<file path="src/hw/rtl/rdsp_pkg.sv">
// Shared constants, codes and types of the delta script parser.
`default_nettype none
package rdsp_pkg;

  // Line number width and the widths derived from it
  localparam int LINE_BITS = 32;
  localparam int POS_W     = LINE_BITS + 1;
  localparam int ADJ_W     = LINE_BITS + 2;
  localparam int SUM_W     = LINE_BITS + 3;
  localparam int ACC_W     = LINE_BITS + 4;

  localparam logic [POS_W-1:0] POS_ONE = 1;

  // Result kinds
  localparam logic [2:0] K_ADD = 3'd0;
  localparam logic [2:0] K_DEL = 3'd1;
  localparam logic [2:0] K_PAY = 3'd2;
  localparam logic [2:0] K_END = 3'd3;
  localparam logic [2:0] K_ERR = 3'd4;

  // Error codes
  localparam logic [2:0] ERR_NONE      = 3'd0;
  localparam logic [2:0] ERR_CORRUPT   = 3'd1;
  localparam logic [2:0] ERR_BACK_ADD  = 3'd2;
  localparam logic [2:0] ERR_BACK_DEL  = 3'd3;
  localparam logic [2:0] ERR_NO_OPEN   = 3'd4;
  localparam logic [2:0] ERR_TRUNCATED = 3'd5;
  localparam logic [2:0] ERR_OVERFLOW  = 3'd6;

  // Byte values
  localparam logic [7:0] CH_AT    = 8'h40;
  localparam logic [7:0] CH_A     = 8'h61;
  localparam logic [7:0] CH_D     = 8'h64;
  localparam logic [7:0] CH_SPACE = 8'h20;
  localparam logic [7:0] CH_NL    = 8'h0a;
  localparam logic [7:0] CH_ZERO  = 8'h30;
  localparam logic [7:0] CH_NINE  = 8'h39;

  // Outcome of checking a finished command line
  typedef struct packed {
    logic [2:0]       err;
    logic [POS_W-1:0] pos;
    logic [ADJ_W-1:0] adjust;
    logic [POS_W-1:0] earliest;
    logic [POS_W-1:0] delete_end;
  } rdsp_cmd_res_t;

endpackage
`default_nettype wire

</file>
<file path="src/hw/rtl/rdsp_digit_acc.sv">
// Decimal accumulator step: value times ten plus one digit, with overflow flag.
`default_nettype none
module rdsp_digit_acc (
  input  logic [rdsp_pkg::LINE_BITS-1:0] acc,
  input  logic [3:0]                     digit,
  output logic [rdsp_pkg::LINE_BITS-1:0] value,
  output logic                           overflow
);

  logic [rdsp_pkg::ACC_W-1:0] acc_ext;
  logic [rdsp_pkg::ACC_W-1:0] prod;

  // Multiply by ten as two shifts and add the digit
  assign acc_ext  = {4'b0000, acc};
  assign prod     = (acc_ext << 3) + (acc_ext << 1)
                  + {{(rdsp_pkg::ACC_W-4){1'b0}}, digit};
  assign value    = prod[rdsp_pkg::LINE_BITS-1:0];
  assign overflow = |prod[rdsp_pkg::ACC_W-1:rdsp_pkg::LINE_BITS];

endmodule
`default_nettype wire

</file>
<file path="src/hw/rtl/rdsp_cmd_check.sv">
// Checks a finished edit command and works out its position and new adjust.
`default_nettype none
module rdsp_cmd_check (
  input  logic                           letter_ok,
  input  logic                           is_add,
  input  logic [rdsp_pkg::LINE_BITS-1:0] first,
  input  logic [rdsp_pkg::LINE_BITS-1:0] count,
  input  logic [rdsp_pkg::POS_W-1:0]     earliest,
  input  logic [rdsp_pkg::POS_W-1:0]     delete_end,
  input  logic [rdsp_pkg::ADJ_W-1:0]     adjust,
  output rdsp_pkg::rdsp_cmd_res_t        res
);

  logic [rdsp_pkg::POS_W-1:0] first_ext;
  logic [rdsp_pkg::POS_W-1:0] count_ext;
  logic [rdsp_pkg::POS_W-1:0] base;
  logic [rdsp_pkg::SUM_W-1:0] adj_ext;
  logic [rdsp_pkg::SUM_W-1:0] cnt_sum_ext;
  logic [rdsp_pkg::SUM_W-1:0] pos_sum;
  logic [rdsp_pkg::SUM_W-1:0] adj_sum;
  logic [2:0]                 pos_top;
  logic                       corrupt;
  logic                       backward;
  logic                       pos_ok;
  logic                       adj_ok;

  assign first_ext   = {1'b0, first};
  assign count_ext   = {1'b0, count};
  assign adj_ext     = {adjust[rdsp_pkg::ADJ_W-1], adjust};
  assign cnt_sum_ext = {3'b000, count};

  // Deletes address the line before the first one
  assign base = is_add ? first_ext : first_ext - rdsp_pkg::POS_ONE;

  // Position must fit the signed position range
  assign pos_sum = {{2{base[rdsp_pkg::POS_W-1]}}, base} + adj_ext;
  assign pos_top = pos_sum[rdsp_pkg::SUM_W-1:rdsp_pkg::POS_W-1];
  assign pos_ok  = (&pos_top) | ~(|pos_top);

  // Adjust must stay inside its signed range
  assign adj_sum = is_add ? adj_ext + cnt_sum_ext : adj_ext - cnt_sum_ext;
  assign adj_ok  = adj_sum[rdsp_pkg::SUM_W-1] == adj_sum[rdsp_pkg::SUM_W-2];

  assign corrupt  = !letter_ok || (count == '0);
  assign backward = is_add ? (first_ext < earliest)
                           : ((first_ext < earliest) || (first_ext < delete_end));

  // Pick the first failing check in order
  always_comb begin
    if (corrupt) begin
      res.err = rdsp_pkg::ERR_CORRUPT;
    end else if (backward) begin
      res.err = is_add ? rdsp_pkg::ERR_BACK_ADD : rdsp_pkg::ERR_BACK_DEL;
    end else if (!pos_ok || !adj_ok) begin
      res.err = rdsp_pkg::ERR_OVERFLOW;
    end else begin
      res.err = rdsp_pkg::ERR_NONE;
    end
    res.pos        = pos_sum[rdsp_pkg::POS_W-1:0];
    res.adjust     = adj_sum[rdsp_pkg::ADJ_W-1:0];
    res.earliest   = is_add ? first_ext + rdsp_pkg::POS_ONE : first_ext;
    res.delete_end = first_ext + count_ext;
  end

endmodule
`default_nettype wire

</file>
<file path="src/hw/rtl/rcs_delta_script_parser.sv">
// Top level of the quoted delta text edit script parser.
//
// Bytes of one at-sign quoted delta text arrive on the input channel
// (in_valid/in_stall, text_byte, start_of_text); start_of_text marks the first
// byte of a new text and clears all parser state before that byte is taken.
// Each byte gives at most one result on the output channel (out_valid,
// out_stall): an add or delete command with its adjusted position and count,
// a payload byte, end of text, or an error with its code.
// The text_mode register (cfg_write, cfg_data) selects script or whole-text
// parsing, sampled at the opening at sign; write it only while idle (unenforced).
// Each result is registered in the cycle after its request. One byte is taken
// every cycle unless stalled; the limit is the single state update per byte,
// whose longest path is the times-ten digit step and the command range checks.
// A stalled result holds in the output register; new requests are held off
// only while that register is full and stalled.
// Synchronous reset clears the parser to wait for the opening at sign,
// sets text_mode to script parsing and empties the output register.
`default_nettype none
module rcs_delta_script_parser (
  input  logic                                  clk,
  input  logic                                  rst,
  input  logic                                  cfg_write,
  input  logic                                  cfg_data,
  input  logic                                  in_valid,
  output logic                                  in_stall,
  input  logic [7:0]                            text_byte,
  input  logic                                  start_of_text,
  output logic                                  out_valid,
  input  logic                                  out_stall,
  output logic [2:0]                            result_kind,
  output logic signed [rdsp_pkg::POS_W-1:0]     edit_position,
  output logic [rdsp_pkg::LINE_BITS-1:0]        edit_count,
  output logic [7:0]                            payload_byte,
  output logic                                  line_end,
  output logic [2:0]                            error_code
);

  typedef enum logic [10:0] {
    PH_OPEN      = 11'b000_0000_0001,
    PH_CMD       = 11'b000_0000_0010,
    PH_NUM1      = 11'b000_0000_0100,
    PH_SPACES    = 11'b000_0000_1000,
    PH_NUM2      = 11'b000_0001_0000,
    PH_SKIP      = 11'b000_0010_0000,
    PH_PAY_START = 11'b000_0100_0000,
    PH_PAY_MID   = 11'b000_1000_0000,
    PH_TEXT      = 11'b001_0000_0000,
    PH_DONE      = 11'b010_0000_0000,
    PH_ERR       = 11'b100_0000_0000
  } phase_t;

  // Parser state
  logic                           text_mode;
  phase_t                         phase, phase_next, cur_phase;
  logic                           at_pending, at_pending_next, cur_at;
  logic                           command_is_add, command_is_add_next;
  logic                           letter_ok, letter_ok_next;
  logic [rdsp_pkg::LINE_BITS-1:0] first_number, first_number_next, cur_first;
  logic [rdsp_pkg::LINE_BITS-1:0] second_number, second_number_next, cur_second;
  logic [rdsp_pkg::POS_W-1:0]     earliest_next_line, earliest_next_line_next;
  logic [rdsp_pkg::POS_W-1:0]     cur_earliest;
  logic [rdsp_pkg::POS_W-1:0]     delete_end_line, delete_end_line_next, cur_del_end;
  logic [rdsp_pkg::ADJ_W-1:0]     line_adjust, line_adjust_next, cur_adjust;
  logic [rdsp_pkg::LINE_BITS-1:0] payload_lines_left, payload_lines_left_next;
  logic [rdsp_pkg::LINE_BITS-1:0] cur_left, left_dec;
  logic                           cur_is_add, cur_letter_ok;

  // Result of this request
  logic                           res_valid;
  logic [2:0]                     res_kind;
  logic [rdsp_pkg::POS_W-1:0]     res_pos;
  logic [rdsp_pkg::LINE_BITS-1:0] res_count;
  logic [7:0]                     res_byte;
  logic                           res_eol;
  logic [2:0]                     res_err;

  logic                           accept;
  logic                           is_digit;
  logic                           is_nl;
  logic                           take;
  logic                           tail;
  logic [rdsp_pkg::LINE_BITS-1:0] acc_in, acc_value;
  logic                           acc_overflow;
  rdsp_pkg::rdsp_cmd_res_t        cmd_res;

  assign in_stall = out_valid && out_stall;
  assign accept   = in_valid && !in_stall;

  // Start of text clears the state before the byte is taken
  assign cur_phase     = start_of_text ? PH_OPEN : phase;
  assign cur_at        = start_of_text ? 1'b0 : at_pending;
  assign cur_is_add    = start_of_text ? 1'b0 : command_is_add;
  assign cur_letter_ok = start_of_text ? 1'b0 : letter_ok;
  assign cur_first     = start_of_text ? '0 : first_number;
  assign cur_second    = start_of_text ? '0 : second_number;
  assign cur_earliest  = start_of_text ? '0 : earliest_next_line;
  assign cur_del_end   = start_of_text ? '0 : delete_end_line;
  assign cur_adjust    = start_of_text ? '0 : line_adjust;
  assign cur_left      = start_of_text ? '0 : payload_lines_left;
  assign left_dec      = cur_left - {{(rdsp_pkg::LINE_BITS-1){1'b0}}, 1'b1};

  assign is_digit = (text_byte >= rdsp_pkg::CH_ZERO) && (text_byte <= rdsp_pkg::CH_NINE);
  assign is_nl    = text_byte == rdsp_pkg::CH_NL;

  // Shared digit step for both numbers
  assign acc_in = (cur_phase == PH_NUM1) ? cur_first : cur_second;

  rdsp_digit_acc u_digit_acc (
    .acc      (acc_in),
    .digit    (text_byte[3:0]),
    .value    (acc_value),
    .overflow (acc_overflow)
  );

  rdsp_cmd_check u_cmd_check (
    .letter_ok  (cur_letter_ok),
    .is_add     (cur_is_add),
    .first      (cur_first),
    .count      (cur_second),
    .earliest   (cur_earliest),
    .delete_end (cur_del_end),
    .adjust     (cur_adjust),
    .res        (cmd_res)
  );

  // Work out next state and result for one byte
  always_comb begin
    phase_next              = cur_phase;
    at_pending_next         = cur_at;
    command_is_add_next     = cur_is_add;
    letter_ok_next          = cur_letter_ok;
    first_number_next       = cur_first;
    second_number_next      = cur_second;
    earliest_next_line_next = cur_earliest;
    delete_end_line_next    = cur_del_end;
    line_adjust_next        = cur_adjust;
    payload_lines_left_next = cur_left;
    res_valid               = 1'b0;
    res_kind                = rdsp_pkg::K_ADD;
    res_pos                 = '0;
    res_count               = '0;
    res_byte                = '0;
    res_eol                 = 1'b0;
    res_err                 = rdsp_pkg::ERR_NONE;
    take                    = 1'b0;
    tail                    = 1'b0;

    case (cur_phase)
      PH_DONE, PH_ERR: begin
      end
      PH_OPEN: begin
        if (text_byte != rdsp_pkg::CH_AT) begin
          phase_next = PH_ERR;
          res_valid  = 1'b1;
          res_kind   = rdsp_pkg::K_ERR;
          res_err    = rdsp_pkg::ERR_NO_OPEN;
        end else begin
          phase_next = text_mode ? PH_TEXT : PH_CMD;
        end
      end
      default: begin
        // Unquote: a doubled at sign is one byte, any other byte ends the text
        if (cur_at) begin
          at_pending_next = 1'b0;
          if (text_byte != rdsp_pkg::CH_AT) begin
            res_valid = 1'b1;
            if (cur_phase == PH_CMD || cur_phase == PH_TEXT ||
                (cur_phase == PH_PAY_MID &&
                 cur_left == {{(rdsp_pkg::LINE_BITS-1){1'b0}}, 1'b1})) begin
              phase_next = PH_DONE;
              res_kind   = rdsp_pkg::K_END;
            end else begin
              phase_next = PH_ERR;
              res_kind   = rdsp_pkg::K_ERR;
              res_err    = rdsp_pkg::ERR_TRUNCATED;
            end
          end else begin
            take = 1'b1;
          end
        end else if (text_byte == rdsp_pkg::CH_AT) begin
          at_pending_next = 1'b1;
        end else begin
          take = 1'b1;
        end
      end
    endcase

    // Parse the unquoted byte
    if (take) begin
      case (cur_phase)
        PH_TEXT: begin
          res_valid = 1'b1;
          res_kind  = rdsp_pkg::K_PAY;
          res_byte  = text_byte;
          res_eol   = is_nl;
        end
        PH_PAY_START, PH_PAY_MID: begin
          if (is_nl) begin
            payload_lines_left_next = left_dec;
            phase_next = (left_dec == '0) ? PH_CMD : PH_PAY_START;
          end else begin
            phase_next = PH_PAY_MID;
          end
          res_valid = 1'b1;
          res_kind  = rdsp_pkg::K_PAY;
          res_byte  = text_byte;
          res_eol   = is_nl;
        end
        PH_CMD: begin
          command_is_add_next = text_byte == rdsp_pkg::CH_A;
          letter_ok_next      = (text_byte == rdsp_pkg::CH_A) ||
                                (text_byte == rdsp_pkg::CH_D);
          first_number_next   = '0;
          second_number_next  = '0;
          phase_next          = PH_NUM1;
        end
        PH_NUM1: begin
          if (is_digit) begin
            first_number_next = acc_value;
          end else if (text_byte == rdsp_pkg::CH_SPACE) begin
            phase_next = PH_SPACES;
          end else begin
            tail = 1'b1;
          end
        end
        PH_SPACES: begin
          if (is_digit) begin
            phase_next         = PH_NUM2;
            second_number_next = acc_value;
          end else if (text_byte != rdsp_pkg::CH_SPACE) begin
            tail = 1'b1;
          end
        end
        PH_NUM2: begin
          if (is_digit) begin
            second_number_next = acc_value;
          end else begin
            tail = 1'b1;
          end
        end
        PH_SKIP: begin
          tail = 1'b1;
        end
        default: begin
        end
      endcase

      // Drop to error when a number outgrows its width
      if (is_digit && acc_overflow &&
          (cur_phase == PH_NUM1 || cur_phase == PH_SPACES || cur_phase == PH_NUM2)) begin
        phase_next = PH_ERR;
        res_valid  = 1'b1;
        res_kind   = rdsp_pkg::K_ERR;
        res_err    = rdsp_pkg::ERR_OVERFLOW;
      end
    end

    // End of a command line: check it and emit it
    if (tail) begin
      if (!is_nl) begin
        phase_next = PH_SKIP;
      end else if (cmd_res.err != rdsp_pkg::ERR_NONE) begin
        phase_next = PH_ERR;
        res_valid  = 1'b1;
        res_kind   = rdsp_pkg::K_ERR;
        res_err    = cmd_res.err;
      end else begin
        res_valid               = 1'b1;
        res_pos                 = cmd_res.pos;
        res_count               = cur_second;
        line_adjust_next        = cmd_res.adjust;
        earliest_next_line_next = cmd_res.earliest;
        if (cur_is_add) begin
          res_kind                = rdsp_pkg::K_ADD;
          payload_lines_left_next = cur_second;
          phase_next              = PH_PAY_START;
        end else begin
          res_kind             = rdsp_pkg::K_DEL;
          delete_end_line_next = cmd_res.delete_end;
          phase_next           = PH_CMD;
        end
      end
    end
  end

  // Hold the configuration register
  always_ff @(posedge clk) begin
    if (rst) begin
      text_mode <= 1'b0;
    end else if (cfg_write) begin
      text_mode <= cfg_data;
    end
  end

  // Advance parser state on each accepted request
  always_ff @(posedge clk) begin
    if (rst) begin
      phase              <= PH_OPEN;
      at_pending         <= 1'b0;
      command_is_add     <= 1'b0;
      letter_ok          <= 1'b0;
      first_number       <= '0;
      second_number      <= '0;
      earliest_next_line <= '0;
      delete_end_line    <= '0;
      line_adjust        <= '0;
      payload_lines_left <= '0;
    end else if (accept) begin
      phase              <= phase_next;
      at_pending         <= at_pending_next;
      command_is_add     <= command_is_add_next;
      letter_ok          <= letter_ok_next;
      first_number       <= first_number_next;
      second_number      <= second_number_next;
      earliest_next_line <= earliest_next_line_next;
      delete_end_line    <= delete_end_line_next;
      line_adjust        <= line_adjust_next;
      payload_lines_left <= payload_lines_left_next;
    end
  end

  // Output register valid: load on a request, drop once taken
  always_ff @(posedge clk) begin
    if (rst) begin
      out_valid <= 1'b0;
    end else if (accept) begin
      out_valid <= res_valid;
    end else if (!out_stall) begin
      out_valid <= 1'b0;
    end
  end

  // Output register payload
  always_ff @(posedge clk) begin
    if (accept && res_valid) begin
      result_kind   <= res_kind;
      edit_position <= res_pos;
      edit_count    <= res_count;
      payload_byte  <= res_byte;
      line_end      <= res_eol;
      error_code    <= res_err;
    end
  end

  // An error result leaves the parser in its error state
  assert property (@(posedge clk) disable iff (rst)
    (out_valid && result_kind == rdsp_pkg::K_ERR) |-> (phase == PH_ERR))
    else $error("error result without parser in error state");

  // An end of text result leaves the parser done
  assert property (@(posedge clk) disable iff (rst)
    (out_valid && result_kind == rdsp_pkg::K_END) |-> (phase == PH_DONE))
    else $error("end of text result without parser done");

  // A command result always carries a nonzero count and no error
  assert property (@(posedge clk) disable iff (rst)
    (out_valid && (result_kind == rdsp_pkg::K_ADD || result_kind == rdsp_pkg::K_DEL))
      |-> (edit_count != '0 && error_code == rdsp_pkg::ERR_NONE))
    else $error("command result with zero count or error code");

endmodule
`default_nettype wire

</file>
<file path="config.mk">
export PLATFORM = sky130hd
export DESIGN_NAME = rcs_delta_script_parser
export DESIGN_NICKNAME = d
export VERILOG_FILES = /design/src/hw/rtl/rdsp_pkg.sv /design/src/hw/rtl/rdsp_digit_acc.sv /design/src/hw/rtl/rdsp_cmd_check.sv /design/src/hw/rtl/rcs_delta_script_parser.sv
export SDC_FILE = /design/constraint.sdc
export NUM_CORES = 2
export LEC_CHECK = 0
export ABC_CLOCK_PERIOD_IN_PS = 19500
export BUFFER_PORTS_ARGS = -buffer_cell sky130_fd_sc_hd__buf_4
export CAP_MARGIN = 10
export CORE_ASPECT_RATIO = 0.9
export CORE_MARGIN = 1.5
export CORE_UTILIZATION = 61
export CTS_BUF_LIST = sky130_fd_sc_hd__clkbuf_8
export CTS_CLUSTER_DIAMETER = 30
export CTS_CLUSTER_SIZE = 10
export DETAILED_ROUTE_END_ITERATION = 6
export PLACE_DENSITY = 0.79
export SETUP_SLACK_MARGIN = 0.4
export SLEW_MARGIN = 25
export SYNTH_ARGS = -nofsm -noshare
export SYNTH_HDL_FRONTEND = slang
export SYNTH_HIERARCHICAL = 1
export SYNTH_SLANG_ARGS = --single-unit
export TNS_END_PERCENT = 1
</file>
<file path="constraint.sdc">
create_clock -name clk -period 19.5 [get_ports clk]
set_input_delay 0 -clock clk [delete_from_list [all_inputs] [get_ports clk]]
set_output_delay 0 -clock clk [all_outputs]
set_load 0.01 [all_outputs]
</file>
==> run_results.csv <==
group,metric,value,unit
grt,grt_max_degree,113,
route,num_vias,25827,
run,drv_cap,0,
placement,place_inst,3712,
timing,setup_violations,0,
setup_path,r2r_cells,21,
finish,antenna_cells,0,
route,wirelength,86900,um
timing,rsz0062_at_grt,"no",
floorplan,dieArea,43600,um^2
setup_path,critical_path_class,"in2reg",
synthesis,synth-edff-count,80,
finish,final_cell_area,29100,um^2
floorplan,core-area,41800,um^2
setup_path,cp_num_buf_inv,5,
setup_path,cp.arrival,9.52,ns
finish,area_growth,12.7,%
cts,htree_levels,3,
grt,grt_pass1_vias,24322,
power_and_ir_drop,p_per_area,59.2,nW/um^2
placement,hpwlAfterDp,64000,um
synthesis,ys_types,117,
synthesis,syn-cell-area,25800,um^2
timing,clock_skew,0.0342,ns
synthesis,synth-seq-cells,292,
setup_path,cp_slowest_cell,"o2111a_2",
hold_path,holdPathStages,3,
setup_path,path_max_fanout,58,
cts,clkSinkCount,292,
setup_path,crit_required,20.07,ns
floorplan,start_util,0.619,
timing,max_freq,0.112,GHz
cts,post-cts-setup-buffers,0,
floorplan,die_w,220,um
grt,antenna_found_initial,0,
timing,slew_headroom,0.278,
setup_path,r2r_setup_slack,10.87,ns
power_and_ir_drop,p_leak,12.8,nW
floorplan,die_h,198,um
timing,worst_pin_slew,1.07,ns
route,firstDrtPassIters,6,
grt,gr-total-overflow,0,
setup_path,cp_top_family,"simple AND/OR/NAND/NOR gates",
finish,drive_gt1_frac,0.131,
cts,ctsLongestPathBuffers,3,
floorplan,ios,97,
synthesis,async_flop_share,0,
cts,root_buffer,"clkbuf_8",
synthesis,synth_nets,3438,
placement,placed_area,27000,um^2
route,post_drt_wl_per_cell,22.4,um
setup_path,slowest_delay,0.94,ns
setup_path,crit_end,"payload_lines_left[24]",
grt,grt_usage,0.391,
cts,clk_latency,0.66,ns
route,avgViaCountPerCell,6.67,
hold_path,hold_path_class,"in2reg",
setup_path,cp_num_cells,27,
timing,hold_viol,0,
cts,cts_tree,"built",
route,ant_nets,0,
setup_path,start_kind,"input pin",
route,drt_iter0_markers,2709,
cts,cts_made_buffers,79,
synthesis,ys_seq_area_frac,0.257,
timing,whs,0.234,ns
grt,grt_pass1_wl,133000,um
setup_path,cp-end-kind,"register",
cts,cts_resized,0,
synthesis,synth_cells,3184,
synthesis,synth_warnings,6,
timing,fin_crit_sh,0.459,
synthesis,avgSynthCellArea,8.11,um^2
cts,hold_buffers,17,
setup_path,r2r-end,"edit_position[31]",
timing,drv_slew,0,
floorplan,row_count,71,
timing,post-route-min-period,8.94,ns
timing,setup_tns,0,ns
setup_path,r2r_start,"phase[8]",
synthesis,synth_flop_cell,"dfxtp_1",
finish,final-instance-count-excl-fill,3875,
route,drcViolationCount,0,
power_and_ir_drop,peakVddDrop,0.0668,mV
run_status,outcome,"complete, no violations",
cts,clk_pin_slew,0.05,ns
placement,portBuffers,96,
setup_path,cp-startpoint,"start_of_text",
finish,final_nets,3517,
placement,gp_congestion,1.01,
power_and_ir_drop,totalPowerFinal,1.72,mW
[report_power, final]
part	internal [mW]	total (mW)	leakage, nW	switching, mW
clock	0.608	0.959	0.985	0.351
sequential	0.637	0.645	2.51	0.00789
combinational	0.0375	0.119	9.35	0.0814
[cells in the final DEF (no fill, tap or decap), drive strengths merged, types with 55 or more instances in the layout]
master,Yosys,final
nand2,200,200
dfxtp,212,212
xnor2,113,113
nor3,82,82
nor2b,171,171
nor2,228,228
nand3,55,55
buf,56,171
a21oi,271,271
o21ai,185,185
a21o,83,83
edfxtp,80,80
and2,73,73
inv,151,164
ha,234,234
clkbuf,134,88
xor2,101,101
a22o,101,101
[cell families (layout without fill, tap and decap cells)]
kind of cell,after synthesis,after routing,synth area share
adder cells (fa/ha/maj),239,239,0.117
AND/OR/NAND/NOR,1064,1064,0.220
multiplexers,28,28,0.0118
AO/OA/AOI/OAI,1004,1004,0.266
flip-flops,292,292,0.257
buffers and inverters,342,486,0.0537
XOR/XNOR,215,215,0.0737
[per-stage QoR]
stage | utilization | setup slack, ns
global placement | 0.648 | 11.01
detailed placement | 0.648 | 10.75
global route | 0.697 | 9.99
floorplan | - | 10.46
finish | 0.697 | 10.56
CTS | 0.697 | 10.83
[final cells by class]
cell class              instances  area [um^2]
clock buffers                  88         1210
clock inverters                58          679
fillers                      3385        12600
inverters                     152          571
multi-input cells            2550        17800
flip-flops and latches        292         6650
well taps                     547          684
repair buffers                188         1470
[worst min-delay path by stage]
| stage | start | end |
|---|---|---|
| finish | text_byte[6] | payload_byte[6] |
| floorplan | cfg_data | text_mode |
| global route | text_byte[5] | payload_byte[5] |
| global placement | cfg_data | text_mode |
| CTS | text_byte[4] | payload_byte[4] |
| detailed placement | cfg_data | text_mode |
[state kept, by name (all words and copies together), names as in the netlist, 8 cells and up]
| register | cells |
|---|---|
| delete_end_line | 33 |
| payload_lines_left | 32 |
| edit_position | 33 |
| payload_byte | 8 |
| earliest_next_line | 33 |
| phase | 11 |
| line_adjust | 34 |
| edit_count | 32 |
| second_number | 32 |
| first_number | 32 |
[worst min-delay path, cell delays in order]
cell and delay (ns):
dlygate4sd3_1 0.52, buf_4 0.13, and2_1 0.12
[synth_stat cells (all sizes together) (55+ instances only)]
cell,number,area share
and2,73,0.018
nor2b,171,0.041
nor2,228,0.033
a21oi,271,0.054
o21ai,185,0.036
edfxtp,80,0.093
a21o,83,0.024
xor2,101,0.034
ha,234,0.11
inv,151,0.022
clkbuf,134,0.020
buf,56,0.012
a22o,101,0.034
nor3,82,0.017
nand2,200,0.029
xnor2,113,0.039
nand3,55,0.011
dfxtp,212,0.16
[routing by layer]
metal	up-vias	wire length, um	GRT usage
li1	11877	-	-
met1	12363	36500	0.521
met2	1362	37800	0.592
met3	225	8950	0.0995
met4	0	3640	0.174
met5	-	0	0
Note: power is estimated with default switching activity, not from simulation.
